$ cat config.mk
export PLATFORM = sky130hd
export DESIGN_NAME = decimal_accumulator_machine_step_unit
export DESIGN_NICKNAME = d
export VERILOG_FILES = /design/src/rtl/dam_pkg.sv /design/src/rtl/decimal_accumulator_machine_step_unit.sv
export SDC_FILE = /design/constraint.sdc
export NUM_CORES = 2
export LEC_CHECK = 0
export BUFFER_PORTS_ARGS = -buffer_cell sky130_fd_sc_hd__buf_4
export CAP_MARGIN = 20
export CORE_UTILIZATION = 46
export DETAILED_ROUTE_END_ITERATION = 8
export GPL_ROUTABILITY_DRIVEN = 0
export SLEW_MARGIN = 20
export SYNTH_ARGS = -nofsm -noshare
export SYNTH_HDL_FRONTEND = slang
export SYNTH_SLANG_ARGS = --single-unit
$ cat constraint.sdc
create_clock -name clk_i -period 7.4 [get_ports clk_i]
set_clock_uncertainty 0.05 [all_clocks]
set_input_delay 0.37 -clock clk_i [delete_from_list [all_inputs] [get_ports clk_i]]
set_output_delay 0.37 -clock clk_i [all_outputs]
set_load 0.01 [all_outputs]
$ cat src/rtl/dam_pkg.sv
// Shared types and constants for the decimal accumulator machine step unit.
// Depends on nothing; imported by decimal_accumulator_machine_step_unit.
`default_nettype none

package dam_pkg;

  localparam int WORD_W = 10;

  localparam logic [WORD_W-1:0] WORD_MAX  = 10'd999;
  localparam logic [11:0]       WORD_MOD  = 12'd1000;
  localparam logic [WORD_W-1:0] INSTR_IN  = 10'd901;
  localparam logic [WORD_W-1:0] INSTR_OUT = 10'd902;
  localparam logic [WORD_W-1:0] DEC_BASE  = 10'd100;

  // floor(x / 100) equals (x * 41) >> 12 for every x up to 999.
  localparam logic [15:0] DIV100_MUL   = 16'd41;
  localparam int          DIV100_SHIFT = 12;

  localparam logic [3:0] OP_ADD = 4'd1;
  localparam logic [3:0] OP_SUB = 4'd2;
  localparam logic [3:0] OP_STA = 4'd3;
  localparam logic [3:0] OP_LDA = 4'd5;
  localparam logic [3:0] OP_BRA = 4'd6;
  localparam logic [3:0] OP_BRZ = 4'd7;
  localparam logic [3:0] OP_BRP = 4'd8;

  typedef enum logic [5:0] {
    ST_IDLE   = 6'b000001,
    ST_LOAD   = 6'b000010,
    ST_FETCH  = 6'b000100,
    ST_DECODE = 6'b001000,
    ST_EXEC   = 6'b010000,
    ST_WRAP   = 6'b100000
  } state_e;

endpackage

`default_nettype wire

$ cat src/rtl/decimal_accumulator_machine_step_unit.sv
// Decimal accumulator machine: mailbox memory, sequencer and shared add/subtract unit.
// Depends on dam_pkg for word constants, opcodes and the state encoding.
//
// An item is taken when start is high and busy is low. A mailbox load goes through
// ST_LOAD before the done_o strobe; an executed instruction through ST_FETCH, ST_DECODE
// and ST_EXEC, and an ADD also ST_WRAP, because the mailbox memory's one read port is
// used once for the fetch and once for the operand, and the one 12-bit add/subtract unit
// does an ADD in two passes (sum, then the modulo-1000 correction). done_o is high for
// exactly one cycle and the result ports are valid only then; the receiver cannot stall
// it, and a new item may be started in that same cycle. acc_now_o, counter_now_o and
// negative_now_o show the machine state at all times. All MAILBOX_COUNT mailboxes
// (100 by default) read as zero after reset, with no clearing pass.
`default_nettype none

module decimal_accumulator_machine_step_unit #(
  parameter int MAILBOX_COUNT = 100,
  localparam int AW = $clog2(MAILBOX_COUNT)
) (
  input  logic                       clk_i,
  input  logic                       rst_ni,
  input  logic                       start,
  output logic                       busy,
  input  logic                       action_i,
  input  logic [AW-1:0]              address_i,
  input  logic [dam_pkg::WORD_W-1:0] word_i,
  output logic                       done_o,
  output logic                       halted_o,
  output logic                       out_valid_o,
  output logic [dam_pkg::WORD_W-1:0] out_value_o,
  output logic [dam_pkg::WORD_W-1:0] acc_now_o,
  output logic [AW-1:0]              counter_now_o,
  output logic                       negative_now_o,
  output logic                       overflowed_o
);

  import dam_pkg::*;

  state_e state_q;

  logic [WORD_W-1:0]        mem_q [MAILBOX_COUNT];
  logic [MAILBOX_COUNT-1:0] valid_q;
  logic                     rd_en;
  logic [AW-1:0]            rd_addr;
  logic [WORD_W-1:0]        rd_data_q;
  logic                     rd_valid_q;
  logic [WORD_W-1:0]        rd_word;
  logic                     wr_en;
  logic [AW-1:0]            wr_addr;
  logic [WORD_W-1:0]        wr_data;

  logic [WORD_W-1:0] acc_q;
  logic [AW-1:0]     pc_q;
  logic              neg_q;
  logic [AW-1:0]     addr_q;
  logic [WORD_W-1:0] word_q;
  logic [WORD_W-1:0] instr_q;
  logic [3:0]        op_q;
  logic [AW-1:0]     opnd_q;
  logic [11:0]       tmp_q;

  logic              done_q;
  logic              res_halt_q;
  logic              res_outv_q;
  logic [WORD_W-1:0] res_outval_q;
  logic              res_ovf_q;

  logic              accept;
  logic [WORD_W-1:0] word_clamped;
  logic [AW-1:0]     pc_next;
  logic [15:0]       div_prod;
  logic [3:0]        op_d;
  logic [WORD_W-1:0] hundreds;
  logic [AW-1:0]     opnd_calc;
  logic              addr_in_range;

  logic [11:0] au_a;
  logic [11:0] au_b;
  logic        au_sub;
  logic [11:0] au_res;
  logic        au_neg;

  assign busy   = (state_q != ST_IDLE);
  assign accept = start && !busy;

  assign word_clamped  = (word_i > WORD_MAX) ? WORD_MAX : word_i;
  assign pc_next       = (pc_q == AW'(MAILBOX_COUNT - 1)) ? '0 : pc_q + 1'b1;
  assign addr_in_range = ({1'b0, addr_q} < (AW + 1)'(MAILBOX_COUNT));

  // Entries never written since reset read as zero.
  assign rd_word = rd_valid_q ? rd_data_q : '0;

  // Decode of the fetched word: hundreds digit by reciprocal multiply, then the
  // low two digits once the digit is registered.
  assign div_prod  = 16'(rd_word) * DIV100_MUL;
  assign op_d      = 4'(div_prod >> DIV100_SHIFT);
  assign hundreds  = 10'(10'(op_q) * DEC_BASE);
  assign opnd_calc = AW'(instr_q - hundreds);

  // Shared add/subtract unit; bit 11 is the sign of a difference.
  always_comb begin
    au_a   = {2'b00, acc_q};
    au_b   = {2'b00, rd_word};
    au_sub = (op_q == OP_SUB);
    if (state_q == ST_WRAP) begin
      au_a   = tmp_q;
      au_b   = WORD_MOD;
      au_sub = 1'b1;
    end
  end

  assign au_res = au_a + (au_sub ? ~au_b : au_b) + {11'b0, au_sub};
  assign au_neg = au_res[11];

  // Mailbox memory port control.
  assign rd_en   = (accept && action_i) || (state_q == ST_DECODE);
  assign rd_addr = (state_q == ST_DECODE) ? opnd_calc : pc_q;
  assign wr_en   = ((state_q == ST_LOAD) && addr_in_range) ||
                   ((state_q == ST_EXEC) && (op_q == OP_STA));
  assign wr_addr = (state_q == ST_LOAD) ? addr_q : opnd_q;
  assign wr_data = (state_q == ST_LOAD) ? word_q : acc_q;

  always_ff @(posedge clk_i) begin
    if (wr_en) begin
      mem_q[wr_addr] <= wr_data;
    end
    if (rd_en) begin
      rd_data_q <= mem_q[rd_addr];
    end
  end

  always_ff @(posedge clk_i or negedge rst_ni) begin
    if (!rst_ni) begin
      valid_q    <= '0;
      rd_valid_q <= 1'b0;
    end else begin
      if (wr_en) begin
        valid_q[wr_addr] <= 1'b1;
      end
      if (rd_en) begin
        rd_valid_q <= valid_q[rd_addr];
      end
    end
  end

  always_ff @(posedge clk_i or negedge rst_ni) begin
    if (!rst_ni) begin
      state_q      <= ST_IDLE;
      acc_q        <= '0;
      pc_q         <= '0;
      neg_q        <= 1'b0;
      addr_q       <= '0;
      word_q       <= '0;
      instr_q      <= '0;
      op_q         <= '0;
      opnd_q       <= '0;
      tmp_q        <= '0;
      done_q       <= 1'b0;
      res_halt_q   <= 1'b0;
      res_outv_q   <= 1'b0;
      res_outval_q <= '0;
      res_ovf_q    <= 1'b0;
    end else begin
      done_q <= 1'b0;
      case (state_q)
        ST_IDLE: begin
          if (accept) begin
            addr_q  <= address_i;
            word_q  <= word_clamped;
            state_q <= action_i ? ST_FETCH : ST_LOAD;
          end
        end
        ST_LOAD: begin
          res_halt_q   <= 1'b0;
          res_outv_q   <= 1'b0;
          res_outval_q <= '0;
          res_ovf_q    <= 1'b0;
          done_q       <= 1'b1;
          state_q      <= ST_IDLE;
        end
        ST_FETCH: begin
          instr_q <= rd_word;
          op_q    <= op_d;
          state_q <= ST_DECODE;
        end
        ST_DECODE: begin
          opnd_q  <= opnd_calc;
          state_q <= ST_EXEC;
        end
        ST_EXEC: begin
          res_halt_q   <= 1'b0;
          res_outv_q   <= 1'b0;
          res_outval_q <= '0;
          res_ovf_q    <= 1'b0;
          done_q       <= 1'b1;
          state_q      <= ST_IDLE;
          if (instr_q == INSTR_IN) begin
            acc_q <= word_q;
            pc_q  <= pc_next;
          end else if (instr_q == INSTR_OUT) begin
            res_outv_q   <= 1'b1;
            res_outval_q <= acc_q;
            pc_q         <= pc_next;
          end else begin
            case (op_q)
              OP_ADD: begin
                tmp_q   <= au_res;
                done_q  <= 1'b0;
                state_q <= ST_WRAP;
              end
              OP_SUB: begin
                if (au_neg) begin
                  neg_q <= 1'b1;
                end else begin
                  acc_q <= au_res[WORD_W-1:0];
                end
                pc_q <= pc_next;
              end
              OP_STA: begin
                pc_q <= pc_next;
              end
              OP_LDA: begin
                acc_q <= rd_word;
                pc_q  <= pc_next;
              end
              OP_BRA: begin
                pc_q <= opnd_q;
              end
              OP_BRZ: begin
                pc_q <= ((acc_q == '0) && !neg_q) ? opnd_q : pc_next;
              end
              OP_BRP: begin
                pc_q <= !neg_q ? opnd_q : pc_next;
              end
              default: begin
                res_halt_q <= 1'b1;
              end
            endcase
          end
        end
        ST_WRAP: begin
          // A sum of 1000 or more wraps; otherwise the first pass stands.
          if (!au_neg) begin
            acc_q     <= au_res[WORD_W-1:0];
            res_ovf_q <= 1'b1;
          end else begin
            acc_q <= tmp_q[WORD_W-1:0];
          end
          neg_q   <= 1'b0;
          pc_q    <= pc_next;
          done_q  <= 1'b1;
          state_q <= ST_IDLE;
        end
        default: begin
          state_q <= ST_IDLE;
        end
      endcase
    end
  end

  assign done_o         = done_q;
  assign halted_o       = res_halt_q;
  assign out_valid_o    = res_outv_q;
  assign out_value_o    = res_outval_q;
  assign acc_now_o      = acc_q;
  assign counter_now_o  = pc_q;
  assign negative_now_o = neg_q;
  assign overflowed_o   = res_ovf_q;

  a_done_when_idle: assert property (@(posedge clk_i) disable iff (!rst_ni)
    done_q |-> (state_q == ST_IDLE))
    else $error("result strobe raised while the sequencer is not idle");

  a_wrap_after_exec: assert property (@(posedge clk_i) disable iff (!rst_ni)
    (state_q == ST_WRAP) |-> ($past(state_q) == ST_EXEC))
    else $error("wrap pass entered without an execute step");

  a_pc_in_range: assert property (@(posedge clk_i) disable iff (!rst_ni)
    ({1'b0, pc_q} < (AW + 1)'(MAILBOX_COUNT)))
    else $error("program counter outside the mailbox range");

  a_ovf_clears_neg: assert property (@(posedge clk_i) disable iff (!rst_ni)
    (done_q && res_ovf_q) |-> (!neg_q && !res_halt_q && !res_outv_q))
    else $error("overflow reported with an inconsistent result");

  a_out_not_halt: assert property (@(posedge clk_i) disable iff (!rst_ni)
    (done_q && res_outv_q) |-> (!res_halt_q && (res_outval_q <= WORD_MAX)))
    else $error("output item marked halted or out of range");

endmodule

`default_nettype wire
# Yosys cells after proc, flatten, opt, wreduce, memory -nomap -nowiden
# Memories as Yosys holds them, arrays and structs flattened. A register that Yosys moved wholly into a read port is not among the register bits.
# Cells that the tools add are included.
dict set report word_totals {
  regBits 189
  ramBits 1000
  input_bits 21
  out_inout_bits 33
  n_memories 1
}
# name words word_bits read_ports rd_ports_with_merged_regs write_ports line_no
set memory_table {}
lappend memory_table {mem_q 100 10 1 1 1 decimal_accumulator_machine_step_unit.sv:40} ;# logic [WORD_W-1:0] mem_q [MAILBOX_COUNT];
dict set report op_classes {
  addsub 4
  n_mul 2
  magnitude_cmp 5
  n_eq_ne 27
  mux 55
  bitwise_logic 4
  n_reduce_logical 24
}
# op n
set op_table {}
lappend op_table {{$mux 10} 10}
lappend op_table {{$or 100x100->100} 1}
lappend op_table {{$pmux 10 s2} 3}
lappend op_table {{$mux 7} 7}
lappend op_table {{$pmux 7 s4} 1}
lappend op_table {{$mux 12} 2}
lappend op_table {{$mux 6} 4}
lappend op_table {{$pmux 6 s4} 1}
lappend op_table {{$eq 10x10->1 const B} 2}
lappend op_table {{$mux 1} 18}
lappend op_table {{$lt 7x8->1 const B} 2}
lappend op_table {{$mul 10x6->16 const B} 1}
lappend op_table {{$pmux 7 s2} 1}
lappend op_table {{$add 12x1->12} 1}
lappend op_table {{$add 12x12->12} 1}
lappend op_table {{$eq 4x3->1 const B} 3}
lappend op_table {{$ne 2x2->1 const B} 6}
lappend op_table {{$not 12->12} 1}
lappend op_table {{$gt 10x10->1 const B} 1}
lappend op_table {{$logic_not 10->1} 1}
lappend op_table {{$pmux 1 s2} 5}
lappend op_table {{$eq 4x2->1 const B} 2}
lappend op_table {{$reduce_and 4->1} 2}
lappend op_table {{$add 7x1->7 const B} 1}
lappend op_table {{31 further kinds} 44}

# Longest topological paths before layout
dict set report logic_depth {
  ltp_word 11
  ltp_mapped 18
  depth_no_buf 16
}

# Least setup slack after synthesis
# No wires, ideal clock.
dict set report synth_path {
  path_type {reg-to-reg}
  startpoint {register state_q[1]}
  endpoint {register acc_q[1] (netlist: acc_now_o[1])}
  t_arrival_ps 4630
  slack_ps 2595
  stages_incl_launch_ff 17
  synth_period_minus_slack_ps 4805
  path_cell_list {dfrtp_1 -> or4_1 -> buf_2 -> nor2_1 -> clkbuf_1 -> clkbuf_1 -> nor2_1 -> ha_1 -> a211oi_1 -> o21ai_1 -> o211ai_1 -> a21boi_1 -> a2111oi_2 -> xnor2_2 -> o22ai_2 -> o32ai_4 -> mux2_4}
}
dict set report synth_via {
  elab_chain_cells 11
  elab_cells_between_ends 20
  cone_classes {add/sub (2); eq/ne (5); mux (10); bitwise (1); reduce/logical (2)}
}
# element line_no
set synth_lines {}
lappend synth_lines {{from (decl)} decimal_accumulator_machine_step_unit.sv:38} ;# state_e state_q;
lappend synth_lines {{from (signal assigned)} decimal_accumulator_machine_step_unit.sv:169} ;# state_q <= action_i ? ST_FETCH : ST_LOAD;
lappend synth_lines {{$eq 6x6->1} {decimal_accumulator_machine_step_unit.sv:104, decimal_accumulator_machine_step_unit.sv:164}}
lappend synth_lines {{$mux 10} decimal_accumulator_machine_step_unit.sv:104} ;# if (state_q == ST_WRAP) begin
lappend synth_lines {{$not 12->12} decimal_accumulator_machine_step_unit.sv:111} ;# assign au_res = au_a + (au_sub ? ~au_b : au_b) + {11'b0, au_sub};
lappend synth_lines {{$mux 12} decimal_accumulator_machine_step_unit.sv:111}
lappend synth_lines {{$add 12x12->12} decimal_accumulator_machine_step_unit.sv:111}
lappend synth_lines {{$add 12x1->12} decimal_accumulator_machine_step_unit.sv:111}
lappend synth_lines {{$mux 10} decimal_accumulator_machine_step_unit.sv:211} ;# if (au_neg) begin
lappend synth_lines {{$pmux 10 s2} decimal_accumulator_machine_step_unit.sv:204} ;# case (op_q)
lappend synth_lines {{$mux 10} decimal_accumulator_machine_step_unit.sv:199} ;# end else if (instr_q == INSTR_OUT) begin
lappend synth_lines {{$mux 10} decimal_accumulator_machine_step_unit.sv:196} ;# if (instr_q == INSTR_IN) begin
lappend synth_lines {{$pmux 10 s2} decimal_accumulator_machine_step_unit.sv:164} ;# case (state_q)
lappend synth_lines {{to (signal assigned)} decimal_accumulator_machine_step_unit.sv:197} ;# acc_q <= word_q;
lappend synth_lines {{to (signal assigned)} decimal_accumulator_machine_step_unit.sv:214} ;# acc_q <= au_res[WORD_W-1:0];
lappend synth_lines {{to (signal assigned)} decimal_accumulator_machine_step_unit.sv:222} ;# acc_q <= rd_word;
lappend synth_lines {{to (decl)} decimal_accumulator_machine_step_unit.sv:51} ;# logic [WORD_W-1:0] acc_q;
# Parallel ways exist; a longest one is shown, timed or not. The select of a mux whose other input is x is not followed.
# A chain may end at the register's enable or synchronous reset.

# Worst setup path after layout
dict set report layout_path {
  startpoint {register state_q[1]}
  endpoint {register acc_q[2] (netlist: acc_now_o[2])}
}
# Same word-level chain as after synthesis.

==> flow_metrics.py <==
metrics = {
    "run_status": {
        "status": "finished with violations",
        "violations": "design-rule violations",
    },
    "logic_synthesis": {
        "ys_top_cells_by_area": "edfxtp_1, dfrtp_1, mux4_2",
        "ys_warn_count": 0,
        "yosysSeqAreaShare": 0.7117,
        "synthMuxAreaShare": 0.1067,
        "syn_area_sq_um": 49260,
        "synth_top_area_cell": "edfxtp_1",
        "synth-edff-count": 1010,
        "synth_top_area_share": 0.6156,
        "syn_avg_cell_area_sq_um": 16.25,
        "synth_simple_gate_area_share": 0.07861,
        "yosys.area_share.adder": 0.01564,
        "yosys.cell_types.count": 76,
        "syn-num-nets": 3110,
        "synth_flop_cell": "edfxtp_1",
        "synth_top_family_by_area": "multiplexers",
        "syn_inst": 3031,
        "ys_async_sr_fraction": 0.1576,
        "post_synth_xor_area_fraction": 0.004597,
        "synth-seq-cells": 1199,
        "synth-compound-area-share": 0.06367,
    },
    "drt": {
        "drt_first_pass_iters": 8,
        "drt_iter0_markers": 3064,
        "vias_per_cell": 6.136,
        "drc": 6,
        "ant_nets": 0,
        "wl_per_cell_um": 28.52,
        "dr_total_vias": 28370,
        "routed_wirelength_um": 131900,
    },
    "grt": {
        "antenna_found_initial": 1,
        "grt_pass1_vias": 28250,
        "grt_busiest_layer": "met2",
        "met2_usage": 0.3876,
        "grt_max_degree": 134,
        "grt.met3_usage": 0.04462,
        "grt_pass1_wl_um": 192800,
        "grtUsageMet1": 0.3405,
        "grt_remaining_overflow": 0,
        "grtUsageTotal": 0.2439,
    },
    "die": {
        "die_area_sq_um": 108400,
        "coreArea_sq_um": 105700,
        "row_count": 119,
        "start_util": 0.4660,
        "io_pins": 54,
        "die_width_um": 329.3,
        "fp.dieH_um": 329.3,
    },
    "setup_path": {
        "critical_path.max_stage_delay_ns": 0.77,
        "arrival_ns": 6.26,
        "required_ns": 7.93,
        "critical_path_class": "flop to flop",
        "critPathBufInv": 1,
        "cp_slowest_cell": "or4_1",
        "cp_max_fo": 22,
        "critPathLaunchType": "flop",
        "cp_top_family": "compound AO/OA/AOI/OAI gates",
        "crit_top_cell": "nand2_1",
        "crit_chain": "or4_1 > nor2_2 > buf_4 > nand2_1 > nand2_1 > ha_1 > o21ai_0 > a21oi_1 > o211ai_1 > a21boi_1 > a2111oi_2 > xnor2_2 > o22ai_2 > o32ai_4 > mux2_4",
        "critPathCaptureType": "flop",
    },
    "clock_tree": {
        "cts_resized": 0,
        "cts.sinks": 1199,
        "cts_setup_buffers": 0,
        "htree_num_levels": 3,
        "hold_buffers": 20,
        "ctsLongestPathBuffers": 3,
        "clk_pin_slew_ns": 0.06,
        "cts_root_buf": "clkbuf_16",
        "cts_tree": "yes",
        "insertion_delay_ns": 0.71,
        "numCtsBuffers": 119,
    },
    "pwr": {
        "p_per_area_nw_per_um2": 314.2,
        "clkPwrFrac": 0.340,
        "switching_share": 0.2883,
        "power_frac_comb": 0.202,
        "power_frac_seq": 0.458,
        "leakagePower_uw": 0.01958,
        "total_power_uw": 17480,
        "switchingPower_uw": 5039,
        "p_int_uw": 12440,
        "peakVddDrop_mv": 0.2288,
    },
    "layout": {
        "nets": 3205,
        "syn2layout_area_growth_pct": 12.93,
        "utilization": 0.5263,
        "drive_above_1_share": 0.2272,
    },
    "place": {
        "hpwl_um": 79000,
        "numPortBuffers": 53,
    },
    "flow_run": {
        "drv_cap": 0,
    },
    "sta": {
        "fmax_mhz": 174.3,
        "final_max_slew_viol_count": 0,
        "finalWorstPathRequiredPeriod_ns": 5.737,
        "setup_viol": 0,
        "max-slew-margin-rel": 0.2103,
        "grt_setup_unrepaired": "no",
        "hold_viol": 0,
        "post-route-period-util": 0.7752,
        "worst_slew_pin_slew_ns": 1.180,
        "fin_tns_setup_ns": 0,
    },
    "hold_path": {
        "hold_path.class": "input pin to asynchronous set/reset pin",
    },
}
state kept, by name (all words and copies together) (netlist names), 4 cells and up:
name           count
tmp_q             12
opnd_q             7
word_q            10
valid_q          100
mem_q           1000
state_q            6
out_value_o       10
acc_now_o         10
addr_q             7
counter_now_o      7
instr_q           10
rd_data_q         10
op_q               4
cells in the final DEF, fill, tap and decap left out, types with 48 or more instances in the layout:
master,n
dfrtp_1,188
and3_1,50
nor2_1,98
nand3_1,85
or2_2,92
nor2_2,63
a211oi_1,48
a22oi_1,61
a21oi_1,75
edfxtp_1,1010
ha_1,52
buf_4,108
clkbuf_16,121
o21ai_0,59
nand2_1,332
mux4_2,205
synthesized netlist by cell type (15+ instances only):
| cell | instances |
|---|---|
| o211ai_1 | 17 |
| xnor2_1 | 20 |
| a311oi_1 | 33 |
| a22oi_1 | 61 |
| nor3_1 | 16 |
| dfrtp_1 | 188 |
| and3_1 | 50 |
| inv_1 | 37 |
| edfxtp_1 | 1010 |
| o21ai_0 | 62 |
| clkbuf_1 | 119 |
| or2_2 | 92 |
| nand2_1 | 335 |
| nand3_1 | 86 |
| mux2_2 | 30 |
| buf_1 | 15 |
| a22o_1 | 31 |
| mux4_2 | 205 |
| mux2i_1 | 15 |
| ha_1 | 52 |
| a211oi_1 | 48 |
| nor2_1 | 164 |
| a31oi_1 | 42 |
| a21oi_1 | 76 |
routing by layer:
metal	share of wire	vias to the layer above	wire length, um
met4	0.033	2	4403
li1	-	12060	-
met5	0.000099	-	13
met1	0.42	14870	54780
met2	0.48	1200	63290
met3	0.071	244	9382
through the flow:
stage | worst slack [ns] | instance area, sq um | hold WS (ns) | std cells
floorplan | 2.595 | 49260 | 0.02441 | 3031
global placement | 1.975 | 51290 | 0.3916 | 4368
detailed placement | 1.831 | 51440 | 0.3980 | 4374
CTS | 1.789 | 55490 | 0.2136 | 4620
global route | 1.373 | 55630 | 0.2476 | 4622
finish | 1.663 | 55630 | 0.2516 | 4624
worst reg2reg max path, delay by kind of cell (launching register included):
family | cells | cell delay [ns]
xor gates and xnor gates | 1 | 0.68
muxes | 1 | 0.36
AOI/OAI and AO/OA | 7 | 1.94
DFF | 1 | 0.43
adders and majority gates | 1 | 0.21
and+or+nand+nor | 4 | 1.56
buffers and inverters | 1 | 0.37
cells by family after synthesis:
logic type / after synthesis
AOI/OAI and AO/OA: 451
xor gates and xnor gates: 25
adders and majority gates: 58
buffers and inverters: 207
DFF: 1199
muxes: 260
and+or+nand+nor: 831
power by group through the flow:
stage / Combinational, uW / Clock (uW) / Sequential (uW)
2_1_floorplan: 2320 / 0 / 8050
3_3_place_gp: 3370 / 0 / 8140
3_5_place_dp: 3480 / 0 / 8140
4_1_cts: 3510 / 6020 / 8000
5_1_grt: 3810 / 6250 / 8020
6_report: 3530 / 5940 / 8010
final cells by class:
class | instances | area (sq um)
inverter | 38 | 142.6
clock inverter | 65 | 534.3
multi-input combinational | 1625 | 13580
fill | 8472 | 50080
timing repair buffer | 143 | 1252
antenna | 2 | 5.005
clock buffer | 161 | 3318
sequential | 1199 | 35060
tap | 1391 | 1740
final timing paths:
check,to,slack (ns),cells after the start,from
setup / recovery,acc_now_o[2],1.66,15,state_q[1]
hold / removal,valid_q[67],0.25,2,rst_ni
setup reg to reg,acc_now_o[2],1.66,15,state_q[1]
hold reg to reg,valid_q[19],0.41,1,valid_q[19]
max in group asynchronous,done_o,5.54,3,rst_ni
min in group clk_i,state_q[1],0.26,4,start
(Power assumes the default switching activity.)
